$ cat config.mk
export PLATFORM = sky130hd
export DESIGN_NAME = mean_complex_amplitude
export DESIGN_NICKNAME = d
export VERILOG_FILES = /design/src/hw/rtl/mca_pkg.sv /design/src/hw/rtl/mca_ctrl.sv /design/src/hw/rtl/mca_dp.sv /design/src/hw/rtl/mean_complex_amplitude.sv
export SDC_FILE = /design/constraint.sdc
export NUM_CORES = 2
export LEC_CHECK = 0
export ABC_CLOCK_PERIOD_IN_PS = 10900
export BUFFER_PORTS_ARGS = -buffer_cell sky130_fd_sc_hd__buf_4
export CELL_PAD_IN_SITES_DETAIL_PLACEMENT = 1
export CELL_PAD_IN_SITES_GLOBAL_PLACEMENT = 1
export CORE_UTILIZATION = 45
export DETAILED_ROUTE_END_ITERATION = 16
export GPL_TIMING_DRIVEN = 0
export PLACE_DENSITY_LB_ADDON = 0.1
export SLEW_MARGIN = 20
export SYNTH_ARGS = -nofsm -noshare
export SYNTH_HDL_FRONTEND = slang
export SYNTH_HIERARCHICAL = 1
export SYNTH_SLANG_ARGS = --single-unit
$ cat constraint.sdc
create_clock -name clk -period 10.9 [get_ports clk]
set_input_delay 0 -clock clk [delete_from_list [all_inputs] [get_ports clk]]
set_output_delay 0 -clock clk [all_outputs]
set_load 0.02 [all_outputs]
$ cat src/hw/rtl/mca_pkg.sv
// ----------------------------------------------------------------------------
// mca_pkg
// Shared constants and controller/datapath interface types for the mean
// complex amplitude block.
// ----------------------------------------------------------------------------
package mca_pkg;

  localparam int FRAC_BITS   = 8;
  localparam int COUNT_WIDTH = 32;

  localparam int RAW_WIDTH   = 64;
  localparam int PART_WIDTH  = 32;
  localparam int SQ_WIDTH    = 64;
  localparam int SUM_WIDTH   = 64;
  localparam int CFG_WIDTH   = 32;
  localparam int IDX_WIDTH   = 2;
  localparam int STEP_WIDTH  = 5;

  // register indexes
  localparam logic [IDX_WIDTH-1:0] CFG_SAMPLE_FORMAT = 2'd0;
  localparam logic [IDX_WIDTH-1:0] CFG_BYTE_SWAP     = 2'd1;
  localparam logic [IDX_WIDTH-1:0] CFG_AMP_THRESHOLD = 2'd2;

  // sample format codes
  localparam logic FMT_FLOAT32 = 1'b0;
  localparam logic FMT_INT16   = 1'b1;

  // iterations of the root and divide loops
  localparam logic [STEP_WIDTH-1:0] ROOT_STEPS = 5'(SQ_WIDTH / 2 - 1);
  localparam logic [STEP_WIDTH-1:0] DIV_STEPS  = 5'(PART_WIDTH - 1);

  typedef struct packed {
    logic load;
    logic sq_re;
    logic sq_im;
    logic root_step;
    logic accumulate;
    logic div_init;
    logic div_step;
    logic publish;
  } mca_cmd_t;

  typedef struct packed {
    logic last;
    logic out_ready;
  } mca_sts_t;

endpackage

$ cat src/hw/rtl/mca_ctrl.sv
// ----------------------------------------------------------------------------
// mca_ctrl
// Sequencer: pixel load, two squares, bit-serial root, accumulate and, on
// the last pixel, bit-serial divide and result publish.
// ----------------------------------------------------------------------------
module mca_ctrl
  import mca_pkg::*;
(
  input  logic     clk,
  input  logic     rst,
  input  logic     pixel_valid,
  output logic     pixel_stall,
  input  mca_sts_t sts,
  output mca_cmd_t cmd
);

  localparam logic [2:0] S_IDLE     = 3'd0;
  localparam logic [2:0] S_SQ_RE    = 3'd1;
  localparam logic [2:0] S_SQ_IM    = 3'd2;
  localparam logic [2:0] S_ROOT     = 3'd3;
  localparam logic [2:0] S_ACC      = 3'd4;
  localparam logic [2:0] S_DIV_INIT = 3'd5;
  localparam logic [2:0] S_DIV      = 3'd6;
  localparam logic [2:0] S_PUBLISH  = 3'd7;

  logic [2:0]            state, state_next;
  logic [STEP_WIDTH-1:0] step, step_next;

  always_ff @(posedge clk) begin
    if (rst) begin
      state <= S_IDLE;
      step  <= '0;
    end else begin
      state <= state_next;
      step  <= step_next;
    end
  end

  assign pixel_stall = (state != S_IDLE);

  always_comb begin
    state_next = state;
    step_next  = step;
    cmd        = '0;
    unique case (state)
      S_IDLE: begin
        if (pixel_valid) begin
          cmd.load   = 1'b1;
          state_next = S_SQ_RE;
        end
      end
      S_SQ_RE: begin
        cmd.sq_re  = 1'b1;
        state_next = S_SQ_IM;
      end
      S_SQ_IM: begin
        cmd.sq_im  = 1'b1;
        step_next  = ROOT_STEPS;
        state_next = S_ROOT;
      end
      S_ROOT: begin
        cmd.root_step = 1'b1;
        step_next     = step - 5'd1;
        if (step == '0) begin
          state_next = S_ACC;
        end
      end
      S_ACC: begin
        cmd.accumulate = 1'b1;
        state_next     = sts.last ? S_DIV_INIT : S_IDLE;
      end
      S_DIV_INIT: begin
        cmd.div_init = 1'b1;
        step_next    = DIV_STEPS;
        state_next   = S_DIV;
      end
      S_DIV: begin
        cmd.div_step = 1'b1;
        step_next    = step - 5'd1;
        if (step == '0) begin
          state_next = S_PUBLISH;
        end
      end
      S_PUBLISH: begin
        if (sts.out_ready) begin
          cmd.publish = 1'b1;
          state_next  = S_IDLE;
        end
      end
      default: begin
        state_next = S_IDLE;
      end
    endcase
  end

endmodule

$ cat src/hw/rtl/mca_dp.sv
// ----------------------------------------------------------------------------
// mca_dp
// Datapath: configuration registers, part conversion, shared squarer,
// bit-serial square root, accumulators, bit-serial divider, result register.
// ----------------------------------------------------------------------------
module mca_dp
  import mca_pkg::*;
(
  input  logic                   clk,
  input  logic                   rst,
  input  logic                   cfg_write,
  input  logic [IDX_WIDTH-1:0]   cfg_index,
  input  logic [CFG_WIDTH-1:0]   cfg_data,
  input  logic [RAW_WIDTH-1:0]   raw_pixel,
  input  logic                   last_pixel,
  input  mca_cmd_t               cmd,
  output mca_sts_t               sts,
  output logic                   result_valid,
  input  logic                   result_stall,
  output logic [31:0]            mean_amplitude,
  output logic [COUNT_WIDTH-1:0] counted_pixels,
  output logic [COUNT_WIDTH-1:0] zero_pixels,
  output logic                   no_valid_pixels
);

  localparam logic [PART_WIDTH-1:0] POS_LIMIT = 32'h7FFF_FFFF;
  localparam logic [PART_WIDTH-1:0] NEG_LIMIT = 32'h8000_0000;
  localparam logic [7:0]            EXP_UNITY = 8'(150 - FRAC_BITS);

  function automatic logic [PART_WIDTH-1:0] float_abs(input logic [31:0] b);
    logic [7:0]            ex;
    logic [23:0]           mant;
    logic [PART_WIDTH-1:0] lim;
    logic [PART_WIDTH-1:0] mag;
    logic [7:0]            sh;
    lim  = b[31] ? NEG_LIMIT : POS_LIMIT;
    ex   = b[30:23];
    mant = {1'b1, b[22:0]};
    sh   = '0;
    mag  = '0;
    if (ex == 8'hFF) begin
      mag = (b[22:0] != '0) ? '0 : lim;
    end else if (ex == 8'h00) begin
      mag = '0;
    end else if (ex >= EXP_UNITY) begin
      sh = ex - EXP_UNITY;
      if (sh >= 8'd8) begin
        mag = lim;
      end else begin
        mag = {8'b0, mant} << sh[2:0];
        if (mag > lim) begin
          mag = lim;
        end
      end
    end else begin
      sh = EXP_UNITY - ex;
      if (sh >= 8'd24) begin
        mag = '0;
      end else begin
        mag = {8'b0, mant >> sh[4:0]};
      end
    end
    return mag;
  endfunction

  function automatic logic [PART_WIDTH-1:0] int16_abs(input logic [15:0] b);
    logic [16:0] a;
    a = b[15] ? 17'(17'h10000 - {1'b0, b}) : {1'b0, b};
    return PART_WIDTH'(a) << FRAC_BITS;
  endfunction

  // configuration
  logic                 sample_format;
  logic                 byte_swap;
  logic [CFG_WIDTH-1:0] amp_threshold;

  always_ff @(posedge clk) begin
    if (rst) begin
      sample_format <= FMT_FLOAT32;
      byte_swap     <= 1'b0;
      amp_threshold <= '0;
    end else if (cfg_write) begin
      case (cfg_index)
        CFG_SAMPLE_FORMAT: sample_format <= cfg_data[0];
        CFG_BYTE_SWAP:     byte_swap     <= cfg_data[0];
        CFG_AMP_THRESHOLD: amp_threshold <= cfg_data;
        default: begin
        end
      endcase
    end
  end

  // part conversion
  logic [31:0]           f_re, f_im;
  logic [15:0]           i_re, i_im;
  logic [PART_WIDTH-1:0] re_conv, im_conv;

  always_comb begin
    f_re = raw_pixel[31:0];
    f_im = raw_pixel[63:32];
    i_re = raw_pixel[15:0];
    i_im = raw_pixel[31:16];
    if (byte_swap) begin
      f_re = {f_re[7:0], f_re[15:8], f_re[23:16], f_re[31:24]};
      f_im = {f_im[7:0], f_im[15:8], f_im[23:16], f_im[31:24]};
      i_re = {i_re[7:0], i_re[15:8]};
      i_im = {i_im[7:0], i_im[15:8]};
    end
    if (sample_format == FMT_INT16) begin
      re_conv = int16_abs(i_re);
      im_conv = int16_abs(i_im);
    end else begin
      re_conv = float_abs(f_re);
      im_conv = float_abs(f_im);
    end
  end

  // squares and root
  logic [PART_WIDTH-1:0] re_abs, im_abs, sq_op;
  logic                  last;
  logic [SQ_WIDTH-1:0]   sq_prod;
  logic [SQ_WIDTH-1:0]   rad, root, root_bit, trial;

  assign sq_op   = cmd.sq_im ? im_abs : re_abs;
  assign sq_prod = SQ_WIDTH'(sq_op) * SQ_WIDTH'(sq_op);
  assign trial   = root | root_bit;

  always_ff @(posedge clk) begin
    if (cmd.load) begin
      re_abs <= re_conv;
      im_abs <= im_conv;
      last   <= last_pixel;
    end
    if (cmd.sq_re) begin
      rad      <= sq_prod;
      root     <= '0;
      root_bit <= SQ_WIDTH'(1) << (SQ_WIDTH - 2);
    end else if (cmd.sq_im) begin
      rad <= rad + sq_prod;
    end else if (cmd.root_step) begin
      if (rad >= trial) begin
        rad  <= rad - trial;
        root <= (root >> 1) | root_bit;
      end else begin
        root <= root >> 1;
      end
      root_bit <= root_bit >> 2;
    end
  end

  // accumulators
  logic [SUM_WIDTH-1:0]   amplitude_sum;
  logic [COUNT_WIDTH-1:0] valid_count, low_count;
  logic [PART_WIDTH-1:0]  mag;

  assign mag = root[PART_WIDTH-1:0];

  always_ff @(posedge clk) begin
    if (rst || cmd.publish) begin
      amplitude_sum <= '0;
      valid_count   <= '0;
      low_count     <= '0;
    end else if (cmd.accumulate) begin
      if (mag > amp_threshold) begin
        if (!(&valid_count)) begin
          amplitude_sum <= amplitude_sum + SUM_WIDTH'(mag);
          valid_count   <= valid_count + 1'b1;
        end
      end else if (!(&low_count)) begin
        low_count <= low_count + 1'b1;
      end
    end
  end

  // divider
  logic [PART_WIDTH-1:0] rem, quot;
  logic                  div_ovf;
  logic [PART_WIDTH:0]   rem_shift;
  logic [PART_WIDTH:0]   divisor;
  logic                  div_ge;

  assign divisor   = {{(PART_WIDTH + 1 - COUNT_WIDTH){1'b0}}, valid_count};
  assign rem_shift = {rem, quot[PART_WIDTH-1]};
  assign div_ge    = (rem_shift >= divisor);

  always_ff @(posedge clk) begin
    if (cmd.div_init) begin
      rem     <= amplitude_sum[SUM_WIDTH-1:PART_WIDTH];
      quot    <= amplitude_sum[PART_WIDTH-1:0];
      div_ovf <= ({1'b0, amplitude_sum[SUM_WIDTH-1:PART_WIDTH]} >= divisor);
    end else if (cmd.div_step && !div_ovf) begin
      rem  <= div_ge ? PART_WIDTH'(rem_shift - divisor) : rem_shift[PART_WIDTH-1:0];
      quot <= {quot[PART_WIDTH-2:0], div_ge};
    end
  end

  // result register
  always_ff @(posedge clk) begin
    if (rst) begin
      result_valid <= 1'b0;
    end else if (cmd.publish) begin
      result_valid <= 1'b1;
    end else if (!result_stall) begin
      result_valid <= 1'b0;
    end
  end

  always_ff @(posedge clk) begin
    if (cmd.publish) begin
      no_valid_pixels <= (valid_count == '0);
      counted_pixels  <= valid_count;
      zero_pixels     <= low_count;
      if (valid_count == '0) begin
        mean_amplitude <= '0;
      end else if (div_ovf) begin
        mean_amplitude <= '1;
      end else begin
        mean_amplitude <= quot;
      end
    end
  end

  assign sts.last      = last;
  assign sts.out_ready = !result_valid || !result_stall;

endmodule

$ cat src/hw/rtl/mean_complex_amplitude.sv
// ----------------------------------------------------------------------------
// mean_complex_amplitude
// Mean magnitude of a stream of complex pixels, float32 or int16 parts.
//
// Pixel channel: raw_pixel and last_pixel with pixel_valid/pixel_stall; a
// word is taken when pixel_valid is high and pixel_stall is low. Each pixel
// holds the block after it is taken (two squares on a shared 32x32
// multiplier, a 32-step bit-serial square root, one accumulate), so the
// next pixel is taken only once the block is idle again.
// Result channel: one word per pixel marked last, with result_valid and
// result_stall. After the last pixel a 32-step bit-serial divider runs before
// the result is published into the output register.
// The result sits in an output register; new pixels are taken while it
// waits. Only a second last pixel holds if the earlier result is still
// stalled, and nothing is dropped.
// Configuration: cfg_write, cfg_index, cfg_data; write only while idle.
// Reset (rst, synchronous) clears the configuration to float32, no byte
// swap, threshold zero, and empties the sum and both counters.
// ----------------------------------------------------------------------------
module mean_complex_amplitude
  import mca_pkg::*;
(
  input  logic                   clk,
  input  logic                   rst,
  input  logic                   cfg_write,
  input  logic [IDX_WIDTH-1:0]   cfg_index,
  input  logic [CFG_WIDTH-1:0]   cfg_data,
  input  logic                   pixel_valid,
  output logic                   pixel_stall,
  input  logic [RAW_WIDTH-1:0]   raw_pixel,
  input  logic                   last_pixel,
  output logic                   result_valid,
  input  logic                   result_stall,
  output logic [31:0]            mean_amplitude,
  output logic [COUNT_WIDTH-1:0] counted_pixels,
  output logic [COUNT_WIDTH-1:0] zero_pixels,
  output logic                   no_valid_pixels
);

  mca_cmd_t cmd;
  mca_sts_t sts;

  mca_ctrl u_ctrl (
    .clk         (clk),
    .rst         (rst),
    .pixel_valid (pixel_valid),
    .pixel_stall (pixel_stall),
    .sts         (sts),
    .cmd         (cmd)
  );

  mca_dp u_dp (
    .clk             (clk),
    .rst             (rst),
    .cfg_write       (cfg_write),
    .cfg_index       (cfg_index),
    .cfg_data        (cfg_data),
    .raw_pixel       (raw_pixel),
    .last_pixel      (last_pixel),
    .cmd             (cmd),
    .sts             (sts),
    .result_valid    (result_valid),
    .result_stall    (result_stall),
    .mean_amplitude  (mean_amplitude),
    .counted_pixels  (counted_pixels),
    .zero_pixels     (zero_pixels),
    .no_valid_pixels (no_valid_pixels)
  );

endmodule
==> results.sh <==
export IMPL_status="finished, violations left"
export IMPL_violations="setup timing"
export IMPL_port_buffers=195
export IMPL_worst_ep_required_time_ns=11.31
export IMPL_cap_violations=0
export IMPL_coreArea_um2=159000
export IMPL_synth_edff_count=291
export IMPL_ctsRootBufferMaster="clkbuf_16"
export IMPL_syn_to_final_growth_pct=16.6
export IMPL_placed_area_um2=77000
export IMPL_hold_viol=0
export IMPL_slowest_delay_ns=0.71
export IMPL_finalCritPeriodShare_pct=101
export IMPL_worstPathArrival_ns=11.42
export IMPL_fill_cells=18700
export IMPL_overflow=0
export IMPL_die_area_um2=163000
export IMPL_postSynthAreaPerCell_um2=8.49
export IMPL_drt_iter0_drc=5423
export IMPL_fin_skew_ns=0.0457
export IMPL_antenna_found_initial=7
export IMPL_cp_start_kind="flip-flop"
export IMPL_cp_common_cell="fa_1"
export IMPL_vias=66900
export IMPL_max_freq_mhz=90.8
export IMPL_grt_pass1_wl_um=448000
export IMPL_final_max_slew_viol_count=0
export IMPL_startpoint="u_ctrl/state[2]$_SDFFE_PP0P_"
export IMPL_syn_area_um2=72500
export IMPL_hold_class="primary input to flip-flop"
export IMPL_drt_wl_total_um=302000
export IMPL_grt_pass1_vias=70700
export IMPL_synth_area_leaders="fa_1, edfxtp_1, ha_1"
export IMPL_postSynthCellCount=8545
export IMPL_synth_top_area_share_pct=21.9
export IMPL_fp_dieH_um=403
export IMPL_start_util_pct=45.6
export IMPL_slowest_stage="fa_2"
export IMPL_setup_viol=8
export IMPL_synth_top_cell_by_area="fa_1"
export IMPL_final_area_um2=84600
export IMPL_drt_vias_per_instance=5.94
export IMPL_timing_rr_start="u_ctrl/state[2]$_SDFFE_PP0P_"
export IMPL_num_rows=146
export IMPL_synth_most_common_cell="inv_1"
export IMPL_timing_slew_headroom_pct=19.6
export IMPL_grt_max_degree=57
export IMPL_synth_seq_cells=557
export IMPL_yosys_warnings=6
export IMPL_ys_flop_type="edfxtp_1"
export IMPL_syn_nets=10100
export IMPL_criticalPathCategory="flip-flop to flip-flop"
export IMPL_cts_tree="built"
export IMPL_synthTopCellsByCount="inv_1, nand2_1, nor2_1, a21oi_1, fa_1"
export IMPL_finalCriticalPeriod_ns=11.01
export IMPL_track_usage_pct=36.7
export IMPL_drive_gt1_share_pct=13.1
export IMPL_rsz0062_at_grt="true"
export IMPL_pin_count=203
export IMPL_tightest_slew_ns=1.21
export IMPL_setup_ws_ns=-0.110
export IMPL_synth_sequential_area_ratio_pct=19.4
export IMPL_ant_nets=0
export IMPL_cts_reportedPaths_clkPinSlew_ns=0.06
export IMPL_async_flop_share_pct=0
export IMPL_cts_sinks=557
export IMPL_nets=10600
export IMPL_hp_start="raw_pixel[8]"
export IMPL_place_gp_congestion=0.991
export IMPL_clock_path_buffers=3
export IMPL_clock_latency_ns=0.69
export IMPL_first_pass_iters=6
export IMPL_cts_buffers=67
export IMPL_remaining_drc_errors=0
export IMPL_drt_wirelength_per_cell_um=26.9
export IMPL_end_kind="flip-flop"
export IMPL_ctsHtreeMaxLevel=3
export IMPL_hpwl_um=241000
export IMPL_critPathMaxFanout=8
export IMPL_die_w_um=403
export IMPL_synth_cell_type_count=121
## layout make-up
type / count / area [µm²] / share of cell area [%]
multi-input combinational: 6414 / 54300 / 64.2
sequential: 557 / 14100 / 16.6
inverter: 1193 / 4600 / 5.44
timing repair buffer: 466 / 4190 / 4.95
tap: 2146 / 2690 / 3.18
buffer: 351 / 2400 / 2.84
clock buffer: 97 / 1970 / 2.33
clock inverter: 26 / 333 / 0.394
antenna: 4 / 10.0 / 0.0118
## path summary, 6_finish.rpt
check                                         to  slack (ns)  depth (start not counted)
min                     u_dp/re_abs[8]$_DFFE_PP_        0.07                          4
max                       u_dp/rad[61]$_DFFE_PP_       -0.11                         41
min reg2reg  u_dp/amp_threshold[16]$_SDFFE_PP0P_        0.46                          2
max reg2reg               u_dp/rad[61]$_DFFE_PP_       -0.11                         41
## critical path, delay by kind of cell (launching register included)
family / cells / cell delay [ns]
XOR/XNOR: 2 / 0.24
adder cells (fa/ha/maj): 10 / 4.90
buffers and inverters: 11 / 1.53
AND/OR/NAND/NOR: 5 / 0.62
flip-flops: 1 / 0.32
AO/OA/AOI/OAI: 12 / 2.75
multiplexers: 1 / 0.40
## flip-flops by register name (all words and copies together) (netlist names), 3 cells and up
register / count
u_dp/counted_pixels: 32
u_dp/rem: 32
u_dp/root_bit: 32
u_dp/quot: 32
u_dp/valid_count: 32
u_dp/amplitude_sum: 64
u_dp/mean_amplitude: 32
u_dp/zero_pixels: 32
u_ctrl/step: 5
u_dp/amp_threshold: 32
u_dp/im_abs: 32
u_dp/re_abs: 32
u_dp/root: 63
u_dp/rad: 64
u_dp/low_count: 32
u_ctrl/state: 3
## metal layers
layer  part of all wire, %  track usage (%)  vias up
li1                      -                -    29700
met1                    42             48.1    34100
met2                    46             59.0     2329
met3                   6.7             5.27      657
met4                   5.9             18.7        4
met5                0.0073                0        -
## cell usage in the layout (no fill, tap or decap), drive strengths merged, types with 127 or more instances in the layout
cell / n
buf: 523
fa: 795
nor3: 127
mux2i: 141
ha: 627
xnor2: 222
o21ai: 380
nand2: 899
clkbuf: 343
a21oi: 802
inv: 1173
dfxtp: 266
edfxtp: 291
a21o: 224
nor2: 840
## logic make-up (layout without fill, tap and decap cells)
| logic type | Yosys count | in the layout | share of synthesized area [%] |
|---|---|---|---|
| AOI/OAI and AO/OA | 1910 | 1910 | 16.1 |
| and+or+nand+nor | 2487 | 2487 | 15.4 |
| xor gates and xnor gates | 342 | 342 | 4.17 |
| DFF | 557 | 557 | 19.4 |
| muxes | 252 | 252 | 3.77 |
| buffers and inverters | 1574 | 2133 | 8.43 |
| other | 0 | 4 | 0 |
| adders and majority gates | 1423 | 1423 | 32.8 |
## what timing repair did
action | CTS | global route
buffers inserted | 155 | 53
gates resized for setup | 581 | 149
endpoints found under the setup margin | 49 | 28
cloned | 5 | 0
hold endpoints to repair | 69 | 0
pin swaps | 104 | 82
hold buffers | 48 | 0
## per-stage QoR
stage	TNS (ns)	hold slack (ns)	cells	setup slack, ns	util (%)
floorplan	0	0.0691	8545	0.117	-
CTS	-0.00489	0.0213	11200	-0.00332	52.5
detailed placement	-127.52	0.249	10900	-4.03	48.4
global placement	-128.89	0.242	10900	-4.01	48.2
finish	-0.465	0.0725	11300	-0.110	53.1
global route	-3.56	0.0669	11300	-0.385	53.1
Power is not shown: default switching activity piles up to over one toggle a cycle in this logic, so the estimate is an artifact.
